==> config.mk <==
export PLATFORM = sky130hd
export DESIGN_NAME = preemptive_priority_scheduler
export DESIGN_NICKNAME = d
export VERILOG_FILES = /design/src/rtl/pps_pkg.sv /design/src/rtl/pps_cell.sv /design/src/rtl/preemptive_priority_scheduler.sv
export SDC_FILE = /design/constraint.sdc
export NUM_CORES = 2
export LEC_CHECK = 0
export BUFFER_PORTS_ARGS = -buffer_cell sky130_fd_sc_hd__buf_2
export CAP_MARGIN = 30
export CORE_ASPECT_RATIO = 0.9
export CORE_UTILIZATION = 50
export DETAILED_ROUTE_END_ITERATION = 12
export PLACE_DENSITY = 0.66
export SLEW_MARGIN = 20
export SYNTH_ARGS = -nofsm -noshare
export SYNTH_HDL_FRONTEND = slang
export SYNTH_SLANG_ARGS = --single-unit
==> constraint.sdc <==
create_clock -name clk -period 8.4 [get_ports clk]
set_input_delay 1.26 -clock clk [delete_from_list [all_inputs] [get_ports clk]]
set_output_delay 1.26 -clock clk [all_outputs]
set_load 0.005 [all_outputs]
==> src/rtl/pps_pkg.sv <==
// pps_pkg: shared types and constants of the preemptive priority scheduler
// holds the cell interface structs, the controller state enum and field widths
// depends on nothing
`timescale 1ns / 1ps

package pps_pkg;

	localparam int TASKS_DEF = 16;
	localparam int TIME_W    = 16;
	localparam int URG_W     = 8;
	localparam int SLOT_W    = 4;

	localparam logic [TIME_W-1:0] TIME_MAX = '1;

	localparam logic KIND_LOAD = 1'b0;
	localparam logic KIND_TICK = 1'b1;

	// candidate that travels down the chain during a scan
	typedef struct packed {
		logic              found;
		logic [URG_W-1:0]  urgency;
		logic [TIME_W-1:0] arrival;
		logic [TIME_W-1:0] burst;
		logic [TIME_W-1:0] left;
	} cand_t;

	// command broadcast from the controller to every cell
	typedef struct packed {
		logic              load;
		logic              run;
		logic              finish;
		logic [SLOT_W-1:0] load_slot;
		logic [TIME_W-1:0] arrival;
		logic [TIME_W-1:0] burst;
		logic [URG_W-1:0]  urgency;
	} cmd_t;

	// result fields of one transaction, all_done excluded
	typedef struct packed {
		logic              idle;
		logic [SLOT_W-1:0] run_slot;
		logic [TIME_W-1:0] tick_time;
		logic              finished;
		logic [TIME_W-1:0] finish_time;
		logic [TIME_W-1:0] turnaround;
		logic [TIME_W-1:0] wait_time;
	} res_t;

	typedef enum logic [1:0] {
		ST_IDLE,
		ST_SCAN,
		ST_DONE
	} state_t;

endpackage

==> src/rtl/pps_cell.sv <==
// pps_cell: one task slot of the scheduler chain
// stores one task and passes the best candidate so far to its neighbor
// depends on pps_pkg
`timescale 1ns / 1ps

module pps_cell import pps_pkg::*; #(
	parameter int TASKS = TASKS_DEF,
	parameter int INDEX = 0,
	localparam int IW = (TASKS > 1) ? $clog2(TASKS) : 1
) (
	input  logic              clk,
	input  logic              arst_n,
	input  cmd_t              cmd,
	input  logic [IW-1:0]     run_slot,
	input  logic [TIME_W-1:0] now,
	input  logic              tok_in,
	input  cand_t             cand_in,
	input  logic [IW-1:0]     slot_in,
	output logic              tok_out,
	output cand_t             cand_out,
	output logic [IW-1:0]     slot_out,
	output logic              pending
);

	logic [TIME_W-1:0] arrival_q;
	logic [TIME_W-1:0] burst_q;
	logic [TIME_W-1:0] left_q;
	logic [URG_W-1:0]  urgency_q;
	logic              valid_q;
	logic              done_q;
	logic              tok_q;
	cand_t             cand_q;
	logic [IW-1:0]     slot_q;

	logic load_hit;
	logic run_hit;
	logic eligible;
	logic take;

	assign load_hit = cmd.load && (32'(cmd.load_slot) == 32'(INDEX));
	assign run_hit  = cmd.run && (run_slot == IW'(INDEX));

	// this slot beats the incoming candidate
	assign eligible = valid_q && !done_q && (arrival_q <= now);
	assign take     = eligible && (!cand_in.found || (urgency_q < cand_in.urgency));

	// task marks
	always_ff @(posedge clk or negedge arst_n) begin
		if (!arst_n) begin
			valid_q <= 1'b0;
			done_q  <= 1'b0;
			tok_q   <= 1'b0;
		end else begin
			tok_q <= tok_in;
			if (load_hit) begin
				valid_q <= 1'b1;
				done_q  <= (cmd.burst == '0);
			end else if (run_hit && cmd.finish) begin
				done_q <= 1'b1;
			end
		end
	end

	// task fields
	always_ff @(posedge clk) begin
		if (load_hit) begin
			arrival_q <= cmd.arrival;
			burst_q   <= cmd.burst;
			left_q    <= cmd.burst;
			urgency_q <= cmd.urgency;
		end else if (run_hit) begin
			left_q <= left_q - TIME_W'(1);
		end
	end

	// candidate hand-off to the next cell
	always_ff @(posedge clk) begin
		if (take) begin
			cand_q.found   <= 1'b1;
			cand_q.urgency <= urgency_q;
			cand_q.arrival <= arrival_q;
			cand_q.burst   <= burst_q;
			cand_q.left    <= left_q;
			slot_q         <= IW'(INDEX);
		end else begin
			cand_q <= cand_in;
			slot_q <= slot_in;
		end
	end

	assign tok_out  = tok_q;
	assign cand_out = cand_q;
	assign slot_out = slot_q;
	assign pending  = valid_q && !done_q;

endmodule

==> src/rtl/preemptive_priority_scheduler.sv <==
// preemptive_priority_scheduler: top level, controller and chain of task cells
// depends on pps_pkg and pps_cell
//
//   channel  direction  handshake              payload
//   input    in         in_valid / in_ready    kind slot arrival burst urgency
//   output   out        out_valid / out_ready  idle run_slot tick_time finished
//                                              finish_time turnaround wait_time all_done
//
// a load transaction goes from idle straight to the final state; a tick also passes
// through the scan state while the candidate walks the chain one cell per cycle
// one transaction is in work at a time; in_ready is high whenever the controller
// is idle, even while a result waits in the output register
// a stalled output holds the controller in its final state until the register frees
// arst_n clears the time counter, all task marks and both handshake sides
`timescale 1ns / 1ps

module preemptive_priority_scheduler import pps_pkg::*; #(
	parameter int TASKS = TASKS_DEF,
	localparam int IW = (TASKS > 1) ? $clog2(TASKS) : 1
) (
	input  logic              clk,
	input  logic              arst_n,
	input  logic              in_valid,
	output logic              in_ready,
	input  logic              kind,
	input  logic [SLOT_W-1:0] slot,
	input  logic [TIME_W-1:0] arrival,
	input  logic [TIME_W-1:0] burst,
	input  logic [URG_W-1:0]  urgency,
	output logic              out_valid,
	input  logic              out_ready,
	output logic              idle,
	output logic [SLOT_W-1:0] run_slot,
	output logic [TIME_W-1:0] tick_time,
	output logic              finished,
	output logic [TIME_W-1:0] finish_time,
	output logic [TIME_W-1:0] turnaround,
	output logic [TIME_W-1:0] wait_time,
	output logic              all_done
);

	state_t            state_q, state_d;
	logic [TIME_W-1:0] now_q;
	res_t              res_q, res_d;
	res_t              out_q;
	logic              out_valid_q;
	logic              out_all_done_q;

	cmd_t              cmd;
	logic              start;
	logic              res_we;
	logic              now_we;
	logic              out_load;

	logic              tok_chain  [TASKS+1];
	cand_t             cand_chain [TASKS+1];
	logic [IW-1:0]     slot_chain [TASKS+1];
	logic [TASKS-1:0]  pending;

	cand_t             best;
	logic [IW-1:0]     best_slot;
	logic [TIME_W-1:0] left_new;
	logic              fin;
	logic [TIME_W-1:0] now_next;
	logic [TIME_W-1:0] tat;
	logic [TIME_W-1:0] wt;
	res_t              tick_res;
	res_t              load_res;

	// chain head: empty candidate, token on a tick start
	assign tok_chain[0]  = start;
	assign cand_chain[0] = '0;
	assign slot_chain[0] = '0;

	for (genvar i = 0; i < TASKS; i++) begin : g_cell
		pps_cell #(
			.TASKS (TASKS),
			.INDEX (i)
		) u_cell (
			.clk      (clk),
			.arst_n   (arst_n),
			.cmd      (cmd),
			.run_slot (best_slot),
			.now      (now_q),
			.tok_in   (tok_chain[i]),
			.cand_in  (cand_chain[i]),
			.slot_in  (slot_chain[i]),
			.tok_out  (tok_chain[i+1]),
			.cand_out (cand_chain[i+1]),
			.slot_out (slot_chain[i+1]),
			.pending  (pending[i])
		);
	end

	assign best      = cand_chain[TASKS];
	assign best_slot = slot_chain[TASKS];

	// tick arithmetic on the winning candidate
	always_comb begin
		left_new = best.left - TIME_W'(1);
		fin      = best.found && (left_new == '0);
		now_next = (now_q == TIME_MAX) ? now_q : now_q + TIME_W'(1);
		tat      = now_next - best.arrival;
		wt       = (tat >= best.burst) ? tat - best.burst : '0;

		tick_res.idle        = !best.found;
		tick_res.run_slot    = best.found ? SLOT_W'(best_slot) : '0;
		tick_res.tick_time   = now_q;
		tick_res.finished    = fin;
		tick_res.finish_time = fin ? now_next : '0;
		tick_res.turnaround  = fin ? tat : '0;
		tick_res.wait_time   = fin ? wt : '0;

		load_res      = '0;
		load_res.idle = 1'b1;
	end

	// state register
	always_ff @(posedge clk or negedge arst_n) begin
		if (!arst_n) begin
			state_q <= ST_IDLE;
		end else begin
			state_q <= state_d;
		end
	end

	// next state and strobes
	always_comb begin
		state_d       = state_q;
		in_ready      = 1'b0;
		start         = 1'b0;
		res_we        = 1'b0;
		res_d         = load_res;
		now_we        = 1'b0;
		out_load      = 1'b0;
		cmd.load      = 1'b0;
		cmd.run       = 1'b0;
		cmd.finish    = fin;
		cmd.load_slot = slot;
		cmd.arrival   = arrival;
		cmd.burst     = burst;
		cmd.urgency   = urgency;
		case (state_q)
			ST_IDLE: begin
				in_ready = 1'b1;
				if (in_valid) begin
					if (kind == KIND_LOAD) begin
						cmd.load = 1'b1;
						res_we   = 1'b1;
						state_d  = ST_DONE;
					end else begin
						start   = 1'b1;
						state_d = ST_SCAN;
					end
				end
			end
			ST_SCAN: begin
				if (tok_chain[TASKS]) begin
					now_we  = 1'b1;
					res_we  = 1'b1;
					res_d   = tick_res;
					cmd.run = best.found;
					state_d = ST_DONE;
				end
			end
			ST_DONE: begin
				if (!out_valid_q || out_ready) begin
					out_load = 1'b1;
					state_d  = ST_IDLE;
				end
			end
			default: begin
				state_d = ST_IDLE;
			end
		endcase
	end

	// time counter
	always_ff @(posedge clk or negedge arst_n) begin
		if (!arst_n) begin
			now_q <= '0;
		end else if (now_we) begin
			now_q <= now_next;
		end
	end

	// result held until the output register frees
	always_ff @(posedge clk) begin
		if (res_we) begin
			res_q <= res_d;
		end
	end

	// output register
	always_ff @(posedge clk or negedge arst_n) begin
		if (!arst_n) begin
			out_valid_q <= 1'b0;
		end else if (out_load) begin
			out_valid_q <= 1'b1;
		end else if (out_ready) begin
			out_valid_q <= 1'b0;
		end
	end

	always_ff @(posedge clk) begin
		if (out_load) begin
			out_q          <= res_q;
			out_all_done_q <= ~|pending;
		end
	end

	assign out_valid   = out_valid_q;
	assign idle        = out_q.idle;
	assign run_slot    = out_q.run_slot;
	assign tick_time   = out_q.tick_time;
	assign finished    = out_q.finished;
	assign finish_time = out_q.finish_time;
	assign turnaround  = out_q.turnaround;
	assign wait_time   = out_q.wait_time;
	assign all_done    = out_all_done_q;

endmodule
== After elaboration in Yosys (flattened, before gate mapping) ==
Cells that the tools add are included.

* Muxes and demuxes: 103
* Multiply operators: 0
* Shifts and indexed selects: 0
* Bitwise logic cells: 0
* Add/subtract/negate cells: 20
* Equal/unequal tests: 36
* Magnitude comparators: 32
* Divide/modulo/power cells: 0
* Reductions and logical operators: 190

{| class="wikitable"
|+ Operator list
! cell !! number
|-
| $mux W56 || 14
|-
| $mux W16 || 33
|-
| $sub A16 B1 Y16 const B || 17
|-
| $le A16 B16 Y1 || 16
|-
| $lt A8 B8 Y1 || 15
|-
| $logic_and A1 B1 Y1 || 96
|-
| $reduce_bool A2 Y1 || 33
|-
| $eq A4 B4 Y1 const B || 16
|-
| $mux W57 || 1
|-
| $mux W1 || 48
|-
| $mux W48 || 1
|-
| $logic_not A1 Y1 || 34
|-
| $eq A4 B3 Y1 const B || 8
|-
| $logic_not A16 Y1 || 2
|-
| $sub A16 B16 Y16 || 2
|-
| $add A16 B1 Y16 const B || 1
|-
| $eq A16 B16 Y1 const B || 1
|-
| $eq A4 B2 Y1 const B || 4
|-
| $ge A16 B16 Y1 || 1
|-
| $logic_or A1 B1 Y1 || 16
|-
| $reduce_or A16 Y1 || 1
|-
| $reduce_and A3 Y1 || 3
|-
| $eq A4 B1 Y1 const B || 2
|-
| $logic_not A4 Y1 || 2
|-
| 10 further kinds || 14
|}

* Bits in registers: 2057
* RAM bits: 0
* Input port bits: 49
* Word-level logic and storage cells: 605
* Output and inout port bits: 73
* Bits in read-only memories: 0
* Memories kept: 0
* Latch bits: 0

== Logic depth before layout (Yosys ltp) ==
* Depth after elaboration: 6
* Gate-level depth with buffers: 24
* Gate-level depth less buffers: 20

== Hierarchy ==
Synthesis repeated with hierarchy kept, for this count alone.

* Cells, all modules: 6291
* Area total of the unflattened synthesis: 84516.1 um^2

{| class="wikitable"
|+ By module, submodules not included
! module !! cells an instance !! area each (um^2) !! seq. area each (um^2) !! instances
|-
| pps_cell (g_cell[10].u_cell ...) || 355 || 4810.9 || 2977.9 || 4
|-
| pps_cell (g_cell[11].u_cell ...) || 356 || 4817.1 || 2977.9 || 2
|-
| pps_cell (g_cell[1].u_cell ...) || 356 || 4809.6 || 2977.9 || 2
|-
| pps_cell (g_cell[13].u_cell ...) || 355 || 4793.3 || 2977.9 || 2
|-
| preemptive_priority_scheduler || 606 || 7583.5 || 4709.5 || 1
|-
| pps_cell (g_cell[4].u_cell) || 354 || 4828.4 || 2977.9 || 1
|-
| pps_cell (g_cell[12].u_cell) || 357 || 4813.4 || 2977.9 || 1
|-
| pps_cell (g_cell[15].u_cell) || 355 || 4808.4 || 2977.9 || 1
|-
| pps_cell (g_cell[0].u_cell) || 356 || 4804.6 || 2977.9 || 1
|-
| pps_cell (g_cell[3].u_cell) || 355 || 4803.4 || 2977.9 || 1
|-
| pps_cell (g_cell[8].u_cell) || 354 || 4790.8 || 2977.9 || 1
|}

== Least setup slack after synthesis ==
No wires, ideal clock.

* Path type: reg2reg
* Start point: register now_q[0]
* End point: register res_q[11] (netlist name), data pin
* Clock period less this slack: 5263 ps
* Cell stages (with the launch flop): 23
* Slack: 3137 ps
* Arrival time: 5006 ps
* Required time: 8143 ps
* Path buffers: 3
* Setup time: 257 ps
* Cells stage by stage: dfrtp_1 ha_1 and2_1 nand4_1 or2_2 clkbuf_1 xnor2_1 ha_1 fa_1 nand2b_1 a21oi_1 o21ai_0 a21o_1 a211o_1 ha_1 clkbuf_1 o21a_1 o21a_1 o21ai_0 a41oi_1 o21ai_2 buf_2 nor2_1

* Word-level cells in the longest chain between the ends: 5

{| class="wikitable"
|+ RTL lines
! what !! line !! source
|-
| from (decl) || preemptive_priority_scheduler.sv:43 || <nowiki>logic [TIME_W-1:0] now_q;</nowiki>
|-
| from (signal assigned) || preemptive_priority_scheduler.sv:183 || <nowiki>now_q <= now_next;</nowiki>
|-
| $add A16 B1 Y16 / $eq A16 B16 Y1 (equally long branches) || preemptive_priority_scheduler.sv:102 || <nowiki>now_next = (now_q == TIME_MAX) ? now_q : now_q + TIME_W'(1);</nowiki>
|-
| $mux W16 (*) || preemptive_priority_scheduler.sv:102 ||
|-
| $sub A16 B16 Y16 (*) || preemptive_priority_scheduler.sv:103 || <nowiki>tat = now_next - best.arrival;</nowiki>
|-
| via tat[12] || preemptive_priority_scheduler.sv:65 || <nowiki>logic [TIME_W-1:0] tat;</nowiki>
|-
| $ge A16 B16 Y1 (*) || preemptive_priority_scheduler.sv:104 || <nowiki>wt = (tat >= best.burst) ? tat - best.burst : '0;</nowiki>
|-
| $reduce_and A4 Y1 (no source line) (*) || -- ||
|-
| to (signal assigned) || preemptive_priority_scheduler.sv:190 || <nowiki>res_q <= res_d;</nowiki>
|-
| to (decl) || preemptive_priority_scheduler.sv:44 || <nowiki>res_t res_q, res_d;</nowiki>
|}

The timed path passes the listed nets; every way through them passes the cells marked *.
A chain may end at the register's enable or synchronous reset.

== Final worst setup path ==
* Start point: register now_q[1]
* End point: register res_q[8] (netlist name), data pin

Same word-level chain as after synthesis.

==> flow_summary.yaml <==
logic_synthesis:
  synth_top_area_cell: "edfxtp_1"
  synth.avg_cell_area_um2: 13.3
  synth.distinct_cells: 68
  synthTopCellsByCount: "edfxtp_1, dfxtp_1, mux2_2"
  ys_top_cells_by_area: "edfxtp_1, dfxtp_1, mux2_2"
  synth_top_cell_area_share_pct: 38.2
  syn_inst: 6135
  synth_area_mm2: 0.0815
  synth_flop_cell: "edfxtp_1"
  ys_warn_count: 0
  async_flop_share_pct: 3.26
  ys_ff_latch: 2057
  synth_nets: 6595
  synth_edf_count: 1037
  ys_seq_area_share_pct: 63.7
  yosysMostFrequentCell: "edfxtp_1"
critical_path:
  end_kind: "flip-flop"
  crit_end: "res_q[8]"
  worstReg2RegEnd: "res_q[8]"
  cp_slowest_stage_delay_ns: 0.48
  crit_path_max_fanout: 16
  worstSetupPathType: "flip-flop to flip-flop"
  cp.required_ns: 9.01
  cp_slowest_cell: "nor3_1"
  startpoint: "now_q[1]"
  start_kind: "flip-flop"
  r2r_cells: 20
  rrSetupSlack_ns: 2.66
  cpMostUsedCell: "ha_1"
  cp.arrival_ns: 6.35
  crit_chain: "ha_1 > and2_1 > nand4_1 > or2_2 > xnor2_1 > ha_1 > fa_1 > nand2b_1 > a21oi_1 > o21ai_0 > nand2b_1 > a211oi_1 > nor2_1 > ha_1 > nand2_1 > nor3_1 > nand4_1 > a41oi_1 > o21ai_2 > nor3_1"
  reg2reg_from: "now_q[1]"
power:
  vdd_ir_drop_max_v: 0.000223
  pwr-share-seq_pct: 48.8
  power.density_mw_per_mm2: 285
  p_clk_share_pct: 33.5
  switching_share_pct: 25.9
  intPower_mw: 19.3
  power_frac_comb_pct: 17.7
  p_leak_nw: 34.4
  p_sw_mw: 6.73
sta:
  worst_hold_slack_ns: 0.333
  rsz0062_at_grt: "no"
  period_needed_ns: 5.74
  setup_tns_ns: 0
  period_share_pct: 68.3
  slew_headroom_pct: 34.6
  fmax_ghz: 0.174
  worst_pin_slew_ns: 0.972
  slew_viol_final: 0
  final_hold_viol_count: 0
  finClkSkew_ns: 0.0354
  setup_viol_count_final: 0
clock_tree:
  htree_levels: 4
  cts_root_buf: "clkbuf_16"
  cts_resized: 0
  cts_hold_buffers: 0
  cts_tree: "done"
  clk_latency_ns: 0.82
  clk_pin_slew_ns: 0.06
  cts_made_buffers: 198
  clockBufferDepth: 3
  cts.sinks: 2057
  post_cts_buffers: 0
floorplanning:
  fp.dieH_um: 385
  dieArea_mm2: 0.165
  coreArea_mm2: 0.162
  start_util_pct: 50.3
  io_pins: 122
  die_x_um: 427
  row_count: 140
final_layout:
  nFillCells: 13100
  drive_above_1_share_pct: 21.6
  final_net_count: 6794
  area_growth_pct: 12.1
  fin_area_mm2: 0.0913
global_route:
  antenna_found_initial: 7
  grt_pass1_vias: 46200
  grt_first_pass_wirelength_mm: 264
  grt_overflow: 0
  grt_use_total_pct: 20.6
  grt_max_degree: 76
placed_design:
  postPlaceCellArea_mm2: 0.0848
  dp_hpwl_mm: 116
  port_buffers: 121
  place_congestion: 0.839
routing:
  ant_nets: 0
  avgRoutedWirePerCell_um: 19.5
  vias_per_cell: 5.32
  firstDrtPassIters: 5
  num_vias: 45900
  drc: 0
  wl_mm: 169
  drt-initial-drc-count: 2841
run_status:
  status: "completed"
run:
  cap_violations: 0
min_path:
  hold_path_class: "input pin to async pin"
power by group through the flow:
stage	logic [mW]	registers, mW	clock network, mW
after floorplan	3.37	12.7	0
after global placement	4.56	12.9	0
after detailed placement	4.56	12.9	0
after CTS	4.63	12.7	8.89
after global routing	5.13	12.8	9.30
final	4.60	12.7	8.70
layout make-up:
type	count	area [um2]	area share [%]
well taps	2130	2670	2.92
flip-flops and latches	2057	51900	56.8
diodes	4	10.0	0.0110
clock buffers	300	5670	6.21
clock inverters	72	761	0.833
multi-input cells	3613	27900	30.6
repair buffers	223	1480	1.62
inverters	241	907	0.994
critical path: cells and delay by family (launching register included):
family                     cells  cell delay, ns
and+or+nand+nor               10            2.45
AOI/OAI and AO/OA              5            1.41
adders and majority gates      4            1.05
DFF                            1            0.38
xor gates and xnor gates       1            0.24
sequential cells by signal, summed over array words and instances (netlist names), 49 cells and up:
name	cells
g_cell.u_cell.urgency_q	128
g_cell.u_cell.burst_q	256
res_q	70
g_cell.u_cell.slot_out	49
g_cell.u_cell.arrival_q	256
g_cell.u_cell.cand_out	904
g_cell.u_cell.left_q	256
cell usage in the layout (no fill, tap or decap), types with 8 or more instances in the layout:
cell          n
a211oi_1     29
a21o_1       51
a21oi_1     298
a31oi_1      23
and2_1       49
and3_1       21
and4_1        8
buf_2       121
buf_4        91
bufinv_16    10
clkbuf_1     72
clkbuf_16   201
clkbuf_8     27
clkinv_1     16
clkinv_2     27
dfrtp_1      67
dfxtp_1     953
edfxtp_1   1037
ha_1        409
inv_1       233
mux2_2      825
nand2_1     312
nand2b_1     95
nand3_1     106
nand4_1      65
nor2_1      349
nor2b_1      35
nor3_1      129
nor3b_1      11
nor4_1       38
o211ai_1     13
o21a_1       21
o21ai_0     244
o21ai_1      15
o21bai_1     15
or2_2        39
or3_1        31
or4_1        24
xnor2_1     205
xor2_1       41
metrics by stage:
stage / power, mW / cells / setup WS [ns] / util, %
after detailed placement: 17.4 / 8262 / 2.66 / 52.4
final: 26.0 / 8640 / 2.66 / 56.4
after floorplan: 16.0 / 6135 / 3.14 / -
after global placement: 17.4 / 8252 / 2.89 / 52.3
after global routing: 27.3 / 8637 / 2.00 / 56.4
after CTS: 26.2 / 8634 / 2.63 / 56.4
metal layers:
layer  vias to the layer above  GRT usage [%]  wire length (um)
li1                      22600              -                 -
met1                     22100           29.7             82000
met5                         -              0                 0
met4                         0           6.58              4650
met3                       281           3.63              8310
met2                       979           31.6             73800
worst min path at each step:
stage | slack [ns] | depth (start not counted) | from | endpoint
after floorplan | 0.33 | 0 | g_cell[9].u_cell.tok_out | g_cell[10].u_cell.tok_out
after global placement | 0.34 | 0 | g_cell[4].u_cell.tok_out | g_cell[5].u_cell.tok_out
after detailed placement | 0.34 | 0 | g_cell[10].u_cell.tok_out | g_cell[11].u_cell.tok_out
after CTS | 0.27 | 1 | arst_n | now_q[13]
after global routing | 0.30 | 1 | arst_n | now_q[15]
final | 0.33 | 1 | arst_n | now_q[15]
cell families after synthesis:
| kind of cell | after synthesis | synth area share, % |
|---|---|---|
| DFF | 2057 | 63.7 |
| and+or+nand+nor | 1342 | 8.02 |
| muxes | 834 | 11.5 |
| AOI/OAI and AO/OA | 780 | 5.56 |
| buffers and inverters | 465 | 2.23 |
| adders and majority gates | 411 | 6.33 |
| xor gates and xnor gates | 246 | 2.64 |
Power figures use the tool's default switching activity.
